<file path="src/rtl/assert_macros.svh">
// Assertion macros for the RTL, included by hsv_to_rgb_converter.
// No dependencies; clocked on clk and disabled while rst_n is low.
`ifndef ASSERT_MACROS_SVH
`define ASSERT_MACROS_SVH

// Implication checked on every rising edge of clk outside reset
`define ASSERT_CLK(label, prop, msg) \
    label: assert property (@(posedge clk) disable iff (!rst_n) prop) else $error(msg);

// Same check, spelled as an antecedent and a consequent in the next cycle
`define ASSERT_NEXT(label, ante, cons, msg) \
    label: assert property (@(posedge clk) disable iff (!rst_n) (ante) |=> (cons)) \
        else $error(msg);

`endif

</file>
<file path="src/rtl/hsvrgb_pkg.sv">
// Types and constants for the HSV to RGB converter.
// No dependencies; used by hsvrgb_chan and hsv_to_rgb_converter.
package hsvrgb_pkg;

    // Fixed point: hue is Q0.F, saturation and brightness are Q1.F
    localparam int FRAC_BITS = 16;
    localparam int HUE_W     = FRAC_BITS;
    localparam int SV_W      = FRAC_BITS + 1;
    localparam int PROD_W    = 2 * FRAC_BITS + 2;
    localparam int CHAN_W    = 8;

    localparam logic [SV_W-1:0]   ONE_Q   = SV_W'(1) << FRAC_BITS;
    localparam logic [PROD_W-1:0] ONE_SQ  = PROD_W'(1) << (2 * FRAC_BITS);
    localparam logic [PROD_W-1:0] HALF_Q  = PROD_W'(1) << (FRAC_BITS - 1);

    // Hue sector, six per turn
    typedef enum logic [2:0] {
        SECT_0 = 3'd0,
        SECT_1 = 3'd1,
        SECT_2 = 3'd2,
        SECT_3 = 3'd3,
        SECT_4 = 3'd4,
        SECT_5 = 3'd5
    } sector_t;

    typedef struct packed {
        logic [HUE_W-1:0] hue;
        logic [SV_W-1:0]  saturation;
        logic [SV_W-1:0]  brightness;
    } hsv_t;

    typedef struct packed {
        logic [CHAN_W-1:0] red;
        logic [CHAN_W-1:0] green;
        logic [CHAN_W-1:0] blue;
    } rgb_t;

endpackage

</file>
<file path="src/rtl/hsvrgb_chan.sv">
// One output channel: brightness times factor, then scale by 255 and round.
// Depends on hsvrgb_pkg.
module hsvrgb_chan
    import hsvrgb_pkg::*;
(
    input  logic              clk,
    input  logic              en,
    input  logic [SV_W-1:0]   brightness,
    input  logic [SV_W-1:0]   factor,
    output logic [CHAN_W-1:0] chan
);

    localparam int SCL_W = PROD_W + 8;

    logic [PROD_W-1:0] x_reg;
    logic [PROD_W-1:0] x_next;
    logic [SCL_W-1:0]  scaled;

    // Product stage: v * k, at most ONE*ONE
    assign x_next = PROD_W'(brightness) * PROD_W'(factor);

    always_ff @(posedge clk)
    begin
        if (en)
        begin
            x_reg <= x_next;
        end
    end

    // 255*x + ONE*ONE/2, keep the integer part
    assign scaled = (SCL_W'(x_reg) << 8) - SCL_W'(x_reg) + (SCL_W'(ONE_SQ) >> 1);
    assign chan   = scaled[2*FRAC_BITS +: CHAN_W];

endmodule

</file>
<file path="src/rtl/hsv_to_rgb_converter.sv">
// HSV to RGB converter, top level: five-stage pipeline with valid/stall channels.
// Depends on hsvrgb_pkg, hsvrgb_chan and assert_macros.svh.
//
// Usage:
//   Input channel hsv (hsv_valid, hsv_stall, hsv): hue, saturation, brightness.
//   Output channel rgb (rgb_valid, rgb_stall, rgb): red, green, blue.
//   An item moves at a rising edge where valid is high and stall is low.
//   Throughput: one item per clock while rgb_stall stays low.
//   Stages: five register stages (clamp/sector, f*s products, factor
//   rounding, brightness products, scale/select into the output register).
//   Stalls: each stage loads when it is empty or its successor moves, so
//   bubbles close up; hsv_stall rises only when all five stages hold items
//   and rgb_stall is high. A stalled rgb holds its value.
//   Reset: rst_n clears every valid bit; the pipeline starts empty.
//   Saturation and brightness above 1.0 are clamped to 1.0; hue wraps.
`include "assert_macros.svh"

module hsv_to_rgb_converter
    import hsvrgb_pkg::*;
(
    input  logic clk,
    input  logic rst_n,
    input  logic hsv_valid,
    output logic hsv_stall,
    input  hsv_t hsv,
    output logic rgb_valid,
    input  logic rgb_stall,
    output rgb_t rgb
);

    localparam int H6_W = HUE_W + 3;
    localparam int FS_W = PROD_W;

    // Stage valid bits and load enables
    logic v1_reg, v2_reg, v3_reg, v4_reg, v5_reg;
    logic ld1, ld2, ld3, ld4, ld5;

    // Stage 1: clamped inputs, sector and fraction
    logic [SV_W-1:0]  s1_sat_reg, s1_sat_next;
    logic [SV_W-1:0]  s1_bri_reg, s1_bri_next;
    sector_t          s1_sec_reg, s1_sec_next;
    logic [HUE_W-1:0] s1_f_reg, s1_f_next;
    logic [H6_W-1:0]  h6;

    // Stage 2: f*s and (1-f)*s
    logic [FS_W-1:0]  s2_fs_reg, s2_fs_next;
    logic [FS_W-1:0]  s2_gs_reg, s2_gs_next;
    logic [SV_W-1:0]  s2_sat_reg;
    logic [SV_W-1:0]  s2_bri_reg;
    sector_t          s2_sec_reg;

    // Stage 3: rounded factors
    logic [SV_W-1:0]  s3_kp_reg, s3_kp_next;
    logic [SV_W-1:0]  s3_kq_reg, s3_kq_next;
    logic [SV_W-1:0]  s3_kt_reg, s3_kt_next;
    logic [FS_W-1:0]  kq_wide, kt_wide;
    logic [SV_W-1:0]  s3_bri_reg;
    sector_t          s3_sec_reg;

    // Stage 4 lives in the channel units; sector rides alongside
    sector_t          s4_sec_reg;
    logic [CHAN_W-1:0] cv, cp, cq, ct;

    // Stage 5: output register
    rgb_t rgb_reg, rgb_next;

    // Load when empty or when the next stage moves
    assign ld5 = !v5_reg || !rgb_stall;
    assign ld4 = !v4_reg || ld5;
    assign ld3 = !v3_reg || ld4;
    assign ld2 = !v2_reg || ld3;
    assign ld1 = !v1_reg || ld2;

    assign hsv_stall = !ld1;

    always_ff @(posedge clk or negedge rst_n)
    begin
        if (!rst_n)
        begin
            v1_reg <= 1'b0;
            v2_reg <= 1'b0;
            v3_reg <= 1'b0;
            v4_reg <= 1'b0;
            v5_reg <= 1'b0;
        end
        else
        begin
            if (ld1) v1_reg <= hsv_valid;
            if (ld2) v2_reg <= v1_reg;
            if (ld3) v3_reg <= v2_reg;
            if (ld4) v4_reg <= v3_reg;
            if (ld5) v5_reg <= v4_reg;
        end
    end

    // Stage 1: clamp, 6*hue = 4*hue + 2*hue
    always_comb
    begin
        s1_sat_next = (hsv.saturation > ONE_Q) ? ONE_Q : hsv.saturation;
        s1_bri_next = (hsv.brightness > ONE_Q) ? ONE_Q : hsv.brightness;
        h6          = (H6_W'(hsv.hue) << 2) + (H6_W'(hsv.hue) << 1);
        s1_sec_next = sector_t'(h6[H6_W-1 -: 3]);
        s1_f_next   = h6[HUE_W-1:0];
    end

    always_ff @(posedge clk)
    begin
        if (ld1)
        begin
            s1_sat_reg <= s1_sat_next;
            s1_bri_reg <= s1_bri_next;
            s1_sec_reg <= s1_sec_next;
            s1_f_reg   <= s1_f_next;
        end
    end

    // Stage 2: the two hue-dependent products
    assign s2_fs_next = FS_W'(s1_f_reg) * FS_W'(s1_sat_reg);
    assign s2_gs_next = FS_W'(ONE_Q - SV_W'(s1_f_reg)) * FS_W'(s1_sat_reg);

    always_ff @(posedge clk)
    begin
        if (ld2)
        begin
            s2_fs_reg  <= s2_fs_next;
            s2_gs_reg  <= s2_gs_next;
            s2_sat_reg <= s1_sat_reg;
            s2_bri_reg <= s1_bri_reg;
            s2_sec_reg <= s1_sec_reg;
        end
    end

    // Stage 3: kq, kt = ONE*ONE - product, rounded half up to Q1.F; kp = ONE - s
    always_comb
    begin
        kq_wide    = (ONE_SQ - s2_fs_reg + HALF_Q) >> FRAC_BITS;
        kt_wide    = (ONE_SQ - s2_gs_reg + HALF_Q) >> FRAC_BITS;
        s3_kq_next = kq_wide[SV_W-1:0];
        s3_kt_next = kt_wide[SV_W-1:0];
        s3_kp_next = ONE_Q - s2_sat_reg;
    end

    always_ff @(posedge clk)
    begin
        if (ld3)
        begin
            s3_kp_reg  <= s3_kp_next;
            s3_kq_reg  <= s3_kq_next;
            s3_kt_reg  <= s3_kt_next;
            s3_bri_reg <= s2_bri_reg;
            s3_sec_reg <= s2_sec_reg;
        end
    end

    // Stage 4: brightness products, one unit per candidate channel
    hsvrgb_chan u_chan_v (
        .clk        (clk),
        .en         (ld4),
        .brightness (s3_bri_reg),
        .factor     (ONE_Q),
        .chan       (cv)
    );

    hsvrgb_chan u_chan_p (
        .clk        (clk),
        .en         (ld4),
        .brightness (s3_bri_reg),
        .factor     (s3_kp_reg),
        .chan       (cp)
    );

    hsvrgb_chan u_chan_q (
        .clk        (clk),
        .en         (ld4),
        .brightness (s3_bri_reg),
        .factor     (s3_kq_reg),
        .chan       (cq)
    );

    hsvrgb_chan u_chan_t (
        .clk        (clk),
        .en         (ld4),
        .brightness (s3_bri_reg),
        .factor     (s3_kt_reg),
        .chan       (ct)
    );

    always_ff @(posedge clk)
    begin
        if (ld4)
        begin
            s4_sec_reg <= s3_sec_reg;
        end
    end

    // Stage 5: route channels by sector
    always_comb
    begin
        case (s4_sec_reg)
            SECT_0:
            begin
                rgb_next.red = cv; rgb_next.green = ct; rgb_next.blue = cp;
            end
            SECT_1:
            begin
                rgb_next.red = cq; rgb_next.green = cv; rgb_next.blue = cp;
            end
            SECT_2:
            begin
                rgb_next.red = cp; rgb_next.green = cv; rgb_next.blue = ct;
            end
            SECT_3:
            begin
                rgb_next.red = cp; rgb_next.green = cq; rgb_next.blue = cv;
            end
            SECT_4:
            begin
                rgb_next.red = ct; rgb_next.green = cp; rgb_next.blue = cv;
            end
            default:
            begin
                rgb_next.red = cv; rgb_next.green = cp; rgb_next.blue = cq;
            end
        endcase
    end

    always_ff @(posedge clk)
    begin
        if (ld5)
        begin
            rgb_reg <= rgb_next;
        end
    end

    assign rgb_valid = v5_reg;
    assign rgb       = rgb_reg;

    // Checks
    `ASSERT_CLK(a_stall_full, hsv_stall |-> (v1_reg && v2_reg && v3_reg && v4_reg && v5_reg), "input stalled with an empty stage")
    `ASSERT_CLK(a_rise_src, $rose(rgb_valid) |-> $past(v4_reg), "result appeared without a stage 4 item")
    `ASSERT_NEXT(a_factor_max, v3_reg, 1'b1 && ($past(s3_kq_reg) <= ONE_Q) && ($past(s3_kt_reg) <= ONE_Q) && ($past(s3_kp_reg) <= ONE_Q), "rounded factor above one")

endmodule

</file>
<file path="config.mk">
export PLATFORM = sky130hd
export DESIGN_NAME = hsv_to_rgb_converter
export DESIGN_NICKNAME = d
export VERILOG_FILES = /design/src/rtl/hsvrgb_pkg.sv /design/src/rtl/hsvrgb_chan.sv /design/src/rtl/hsv_to_rgb_converter.sv
export VERILOG_INCLUDE_DIRS = /design/src /design/src/rtl
export SDC_FILE = /design/constraint.sdc
export NUM_CORES = 2
export LEC_CHECK = 0
export BUFFER_PORTS_ARGS = -buffer_cell sky130_fd_sc_hd__buf_2
export CAP_MARGIN = 10
export CORE_ASPECT_RATIO = 0.75
export CORE_MARGIN = 5
export CORE_UTILIZATION = 60
export CTS_CLUSTER_DIAMETER = 100
export CTS_CLUSTER_SIZE = 12
export DETAILED_ROUTE_END_ITERATION = 12
export GPL_ROUTABILITY_DRIVEN = 0
export PLACE_DENSITY = 0.84
export RECOVER_POWER = 50
export SKIP_CTS_REPAIR_TIMING = 1
export SLEW_MARGIN = 0
export SYNTH_ARGS = -nofsm -noshare
export SYNTH_HDL_FRONTEND = slang
export SYNTH_SLANG_ARGS = --single-unit
</file>
<file path="constraint.sdc">
create_clock -name clk -period 18.7 [get_ports clk]
set_input_delay 0.935 -clock clk [delete_from_list [all_inputs] [get_ports clk]]
set_output_delay 0.935 -clock clk [all_outputs]
set_load 0.03 [all_outputs]
</file>
==> After elaboration in Yosys (flattened, before gate mapping) <==
Cells that the tools add are included.
{ "word_totals": {"out_inout_bits": 26, "reg_bits": 378, "in_bits": 54} }
{ "classes": {"n_eq_ne": 4, "multipliers": 5, "reduce_logical": 13, "magnitude_cmp": 2, "n_mux": 1, "n_addsub": 15} }
{ "ops": {"columns": ["cell", "n"], "rows": [
  ["$add 40x32->40 const B", 4],
  ["$pmux 24 s5", 1],
  ["$sub 40x34->40", 3],
  ["$mul 17x17->34", 3],
  ["$add 33x16->33 const B", 2],
  ["$sub 33x33->33 const A", 2],
  ["$sub 40x33->40", 1],
  ["$gt 17x17->1 const B", 2],
  ["$mul 16x17->33", 1],
  ["$mul 18x18->33", 1],
  ["$add 18x17->19", 1],
  ["$sub 17x16->18 const A", 1],
  ["$sub 17x17->17 const A", 1],
  ["$logic_not 1->1", 7],
  ["$eq 3x2->1 const B", 2],
  ["$logic_or 1x1->1", 5],
  ["$eq 3x1->1 const B", 1],
  ["$eq 3x3->1 const B", 1],
  ["$logic_not 3->1", 1]
]} }

==> Logic depth before layout (Yosys ltp) <==
{ "depth": {"depth_word": 7, "mapped_depth": 29} }

==> Hierarchy <==
A second synthesis with hierarchy kept.
{ "hier_totals": {"cells_unflattened": 8322, "hier_area_um2": 77927.2} }
{ "by_module_without_submodules": {"columns": ["module", "instances", "area_per_inst_um2", "seq_area_each_um2", "cells_each"], "rows": [
  ["hsv_to_rgb_converter", 1, 28318.4, 7632.3, 2751],
  ["hsvrgb_chan at u_chan_p ...", 2, 12525.8, 1021.0, 1409],
  ["hsvrgb_chan at u_chan_v", 1, 12364.4, 1021.0, 1402],
  ["hsvrgb_chan at u_chan_t", 1, 12192.9, 1021.0, 1351]
]} }

==> Worst setup path after synthesis <==
Ideal clock, no wire load.
{ "synth_path": {"path_type": "register -> register", "from": "register s1_f_reg[5]", "to": "register s2_gs_reg[29] (data pin)", "t_arrival_ps": 6899, "path_buffers": 1, "required_ps": 18442, "setup_ps": 258, "path_stages_with_launch": 27, "slack_ps": 11543, "cell_sequence": "edfxtp_1 -> or3_1 -> nor3_1 -> nand3b_1 -> nand2b_1 -> nor4_1 -> xnor2_1 -> clkbuf_1 -> nand2_1 -> fa_1 -> fa_1 -> inv_1 -> fa_1 -> fa_1 -> fa_1 -> inv_1 -> fa_1 -> inv_1 -> ha_1 -> a21o_1 -> or4_1 -> nor3_1 -> o31a_1 -> a21oi_1 -> a21o_1 -> a21oi_1 -> xnor2_1"} }
{ "synth_via": {"elab_chain_len": 2} }
{ "synth_lines": {"columns": ["item", "line_no", "rtl"], "rows": [
  ["start: declaration", "hsv_to_rgb_converter.sv:42", "logic [HUE_W-1:0] s1_f_reg, s1_f_next;"],
  ["start signal: assignment", "hsv_to_rgb_converter.sv:113", "s1_f_reg <= s1_f_next;"],
  ["$sub 17x16->18", "hsv_to_rgb_converter.sv:119", "assign s2_gs_next = FS_W'(ONE_Q - SV_W'(s1_f_reg)) * FS_W'(s1_sat_reg);"],
  ["$mul 18x18->33", "hsv_to_rgb_converter.sv:119", null],
  ["net s2_gs_next[29]", "hsv_to_rgb_converter.sv:47", "logic [FS_W-1:0] s2_gs_reg, s2_gs_next;"],
  ["end signal: assignment", "hsv_to_rgb_converter.sv:126", "s2_gs_reg <= s2_gs_next;"],
  ["end: declaration", "hsv_to_rgb_converter.sv:47", null]
]} }
The timed path passes the listed nets, and every way through them passes these cells.
A chain may end at the register's enable or synchronous reset.

==> Final worst setup path <==
{ "layout_path": {"from": "register s3_bri_reg[8]", "to": "register u_chan_q.x_reg[22] (data pin)"} }
{ "layout_via": {"elab_chain_len": 1} }
{ "layout_lines": {"columns": ["item", "line_no", "rtl"], "rows": [
  ["start: declaration", "hsv_to_rgb_converter.sv:57", "logic [SV_W-1:0] s3_bri_reg;"],
  ["start signal: assignment", "hsv_to_rgb_converter.sv:150", "s3_bri_reg <= s2_bri_reg;"],
  ["$mul 17x17->34", "hsvrgb_chan.sv:20", "assign x_next = PROD_W'(brightness) * PROD_W'(factor);"],
  ["net u_chan_q.x_next[22]", "hsvrgb_chan.sv:16", "logic [PROD_W-1:0] x_next;"],
  ["end signal: assignment", "hsvrgb_chan.sv:26", "x_reg <= x_next;"],
  ["end: declaration", "hsvrgb_chan.sv:15", "logic [PROD_W-1:0] x_reg;"]
]} }
The timed path passes the listed nets, and every way through them passes these cells.

==> impl_metrics.ini <==
[logic_synthesis]
yosys.area_share.xor_xnor = 0.0308
ys_types = 79
synthFlopType = edfxtp_1
synthesis.area_sq_um = 64300
synthMuxAreaShare = 0.00220
synth-edff-count = 369
synth_fa_ha_area_frac = 0.482
synthSimpleGateAreaFrac = 0.149
yosys_warnings = 0
syn_nets = 8685
synth_cells = 6800
synth_seq_cells = 374
synth_top_family_by_area = adder cells
ys_seq_area_frac = 0.174
synthArstFlopShare = 0.0134
syn_avg_cell_area_sq_um = 9.46
synth_compound_area_frac = 0.0569

[die]
chipHeight_um = 294
io_pins = 80
fp.dieW_um = 388
rows = 104
start_util = 0.602
coreArea_sq_um = 107000
die_area_sq_um = 114000

[sta]
max_slew_margin = -1.68
finalCritPeriodShare = 0.534
slew_viol_final = 1495
fin_ws_ps = 8720
fin_crit_ps = 9980
max_freq_ghz = 0.100
setup_tns_ps = 0
tightest_slew_ps = 4010
rsz0062_at_grt = no
fin_skew_ps = 57.5
setup-violations-final = 0
finalHoldViolations = 0

[run_status]
status = finished with violations
violations = max-capacitance violations, max-slew violations

[final_layout]
fillers = 8223
layout.nets = 8582
area_growth_syn_to_layout_pct = 3.98
final_cells = 8146
most-common-layout-cells = 1520 x inv_1, 1076 x fa_1, 1014 x nand2_1
fin_area_sq_um = 66900
final_common_cell = inv_1
final_layout_size_suffix_gt1_frac = 0.0262

[critical_path]
critPathLaunchType = register
crit_arrival_ps = 10350
crit_type = reg2reg
cp-end-kind = register
cp_max_fo = 52
cp.required_ps = 19070
reg2reg_slack_ps = 8720

[clock_network]
cts_buffers = 40
tritoncts = done
path_clk_slew_ps = 70
clock-sinks = 374
root_buffer = clkbuf_16
clockBufferDepth = 3
htree_levels = 2
clk_latency_ps = 640

[run]
maxCapViolCount = 36

[place]
hpwlAfterDp_um = 120000
placed_area_sq_um = 65900
numPortBuffers = 79
placed_cells = 8085
place_ws_ps = 10620

[routing]
post-route-drc-count = 0
routed_wl_um = 158000
vias = 46800
routedWlPerCell_um = 19.4
via_per_inst = 5.74
drt-initial-drc-count = 4424
ant_nets = 0
drtPass1Iterations = 8

[hold_path]
min_path_type = in2async

[global_route]
grt_pass1_wl_um = 260000
grt_max_degree = 73
overflow = 0
antenna_found_initial = 6
grt_pass1_vias = 51000
track_usage = 0.283
-- synth_stat cells, types with 6 or more instances --
cell type | count | area, sq um
a21boi_0 | 12 | 90.1
nor2_1 | 150 | 563
buf_1 | 8 | 30.0
nand3_1 | 45 | 225
o211ai_1 | 12 | 90.1
fa_1 | 1076 | 21500
or3_1 | 9 | 56.3
nor3_1 | 66 | 330
a41oi_1 | 14 | 123
or4_4 | 6 | 67.6
o221ai_1 | 9 | 78.8
a211o_1 | 8 | 70.1
ha_1 | 755 | 9450
a21o_1 | 73 | 548
and4_1 | 6 | 52.6
and3_1 | 24 | 150
o31ai_1 | 9 | 67.6
and2_1 | 496 | 3100
o22ai_1 | 10 | 62.6
a221oi_1 | 7 | 61.3
or4_1 | 6 | 45.0
nor4_1 | 26 | 163
nand2b_1 | 34 | 213
o21a_1 | 36 | 270
a31oi_1 | 15 | 93.8
o21bai_1 | 18 | 135
nor2b_1 | 58 | 363
o21ai_0 | 96 | 480
mux2i_1 | 13 | 130
inv_1 | 1521 | 5710
xor2_1 | 66 | 578
edfxtp_1 | 369 | 11100
xnor2_1 | 160 | 1400
a21oi_1 | 171 | 856
a211oi_1 | 19 | 143
nand2_1 | 1014 | 3810
nand4_1 | 15 | 93.8
clkbuf_1 | 271 | 1020
-- critical path: stages, from the launching register on --
cell and delay, ps:
edfxtp_1 330, clkbuf_1 2810, nand2_1 450, fa_1 760, inv_1 60, fa_1 470
inv_1 50, fa_1 480, fa_1 540, inv_1 50, fa_1 510, fa_1 430
ha_1 380, nand3_1 130, nor2_1 180, o221ai_1 160, a21oi_1 350, o21ai_0 170
a21boi_0 300, o21ai_0 230, a21boi_0 460, nor4_1 100, a311o_1 330
-- per-stage QoR --
stage               hold WS, ps   util
detailed placement          405  0.617
global route                221  0.626
CTS                         125  0.628
global placement            401  0.617
finish                      212  0.626
floorplan                   400      -
-- layout make-up --
class / count / area, sq um / area share
timing repair buffer: 134 / 667 / 0.00997
inverter: 1522 / 5710 / 0.0854
antenna: 1 / 2.50 / 0.0000374
clock buffer: 48 / 1030 / 0.0154
clock inverter: 11 / 106 / 0.00159
multi-input combinational: 4625 / 46400 / 0.693
tap: 1431 / 1790 / 0.0268
sequential: 374 / 11200 / 0.168
-- final timing paths --
path	start	to	cells after the start
max	s3_bri_reg[8]	u_chan_q.x_reg[22]	22
min	rst_n	rgb_valid	1
max reg2reg	s3_bri_reg[8]	u_chan_q.x_reg[22]	22
min reg2reg	s2_bri_reg[11]	s3_bri_reg[11]	0
max in group asynchronous	rst_n	v3_reg	1
min in group clk	s2_bri_reg[11]	s3_bri_reg[11]	0
-- routing by layer --
metal,global-route usage,share of wire,vias to the layer above
li1,-,-,20700
met1,0.378,0.40,23000
met2,0.447,0.45,2549
met3,0.0809,0.12,483
met4,0.101,0.038,2
met5,0,0.000063,-
-- logic make-up (layout without fill, tap and decap cells) --
kind of cell,count (synthesis),after routing
AO/OA/AOI/OAI,561,561
AND/OR/NAND/NOR,1992,1992
adder cells (fa/ha/maj),1832,1832
flip-flops,374,374
buffers and inverters,1801,1715
other,0,1
XOR/XNOR,226,226
multiplexers,14,14
Power is not shown: default switching activity piles up to over one toggle a cycle in this logic, so the estimate is an artifact.
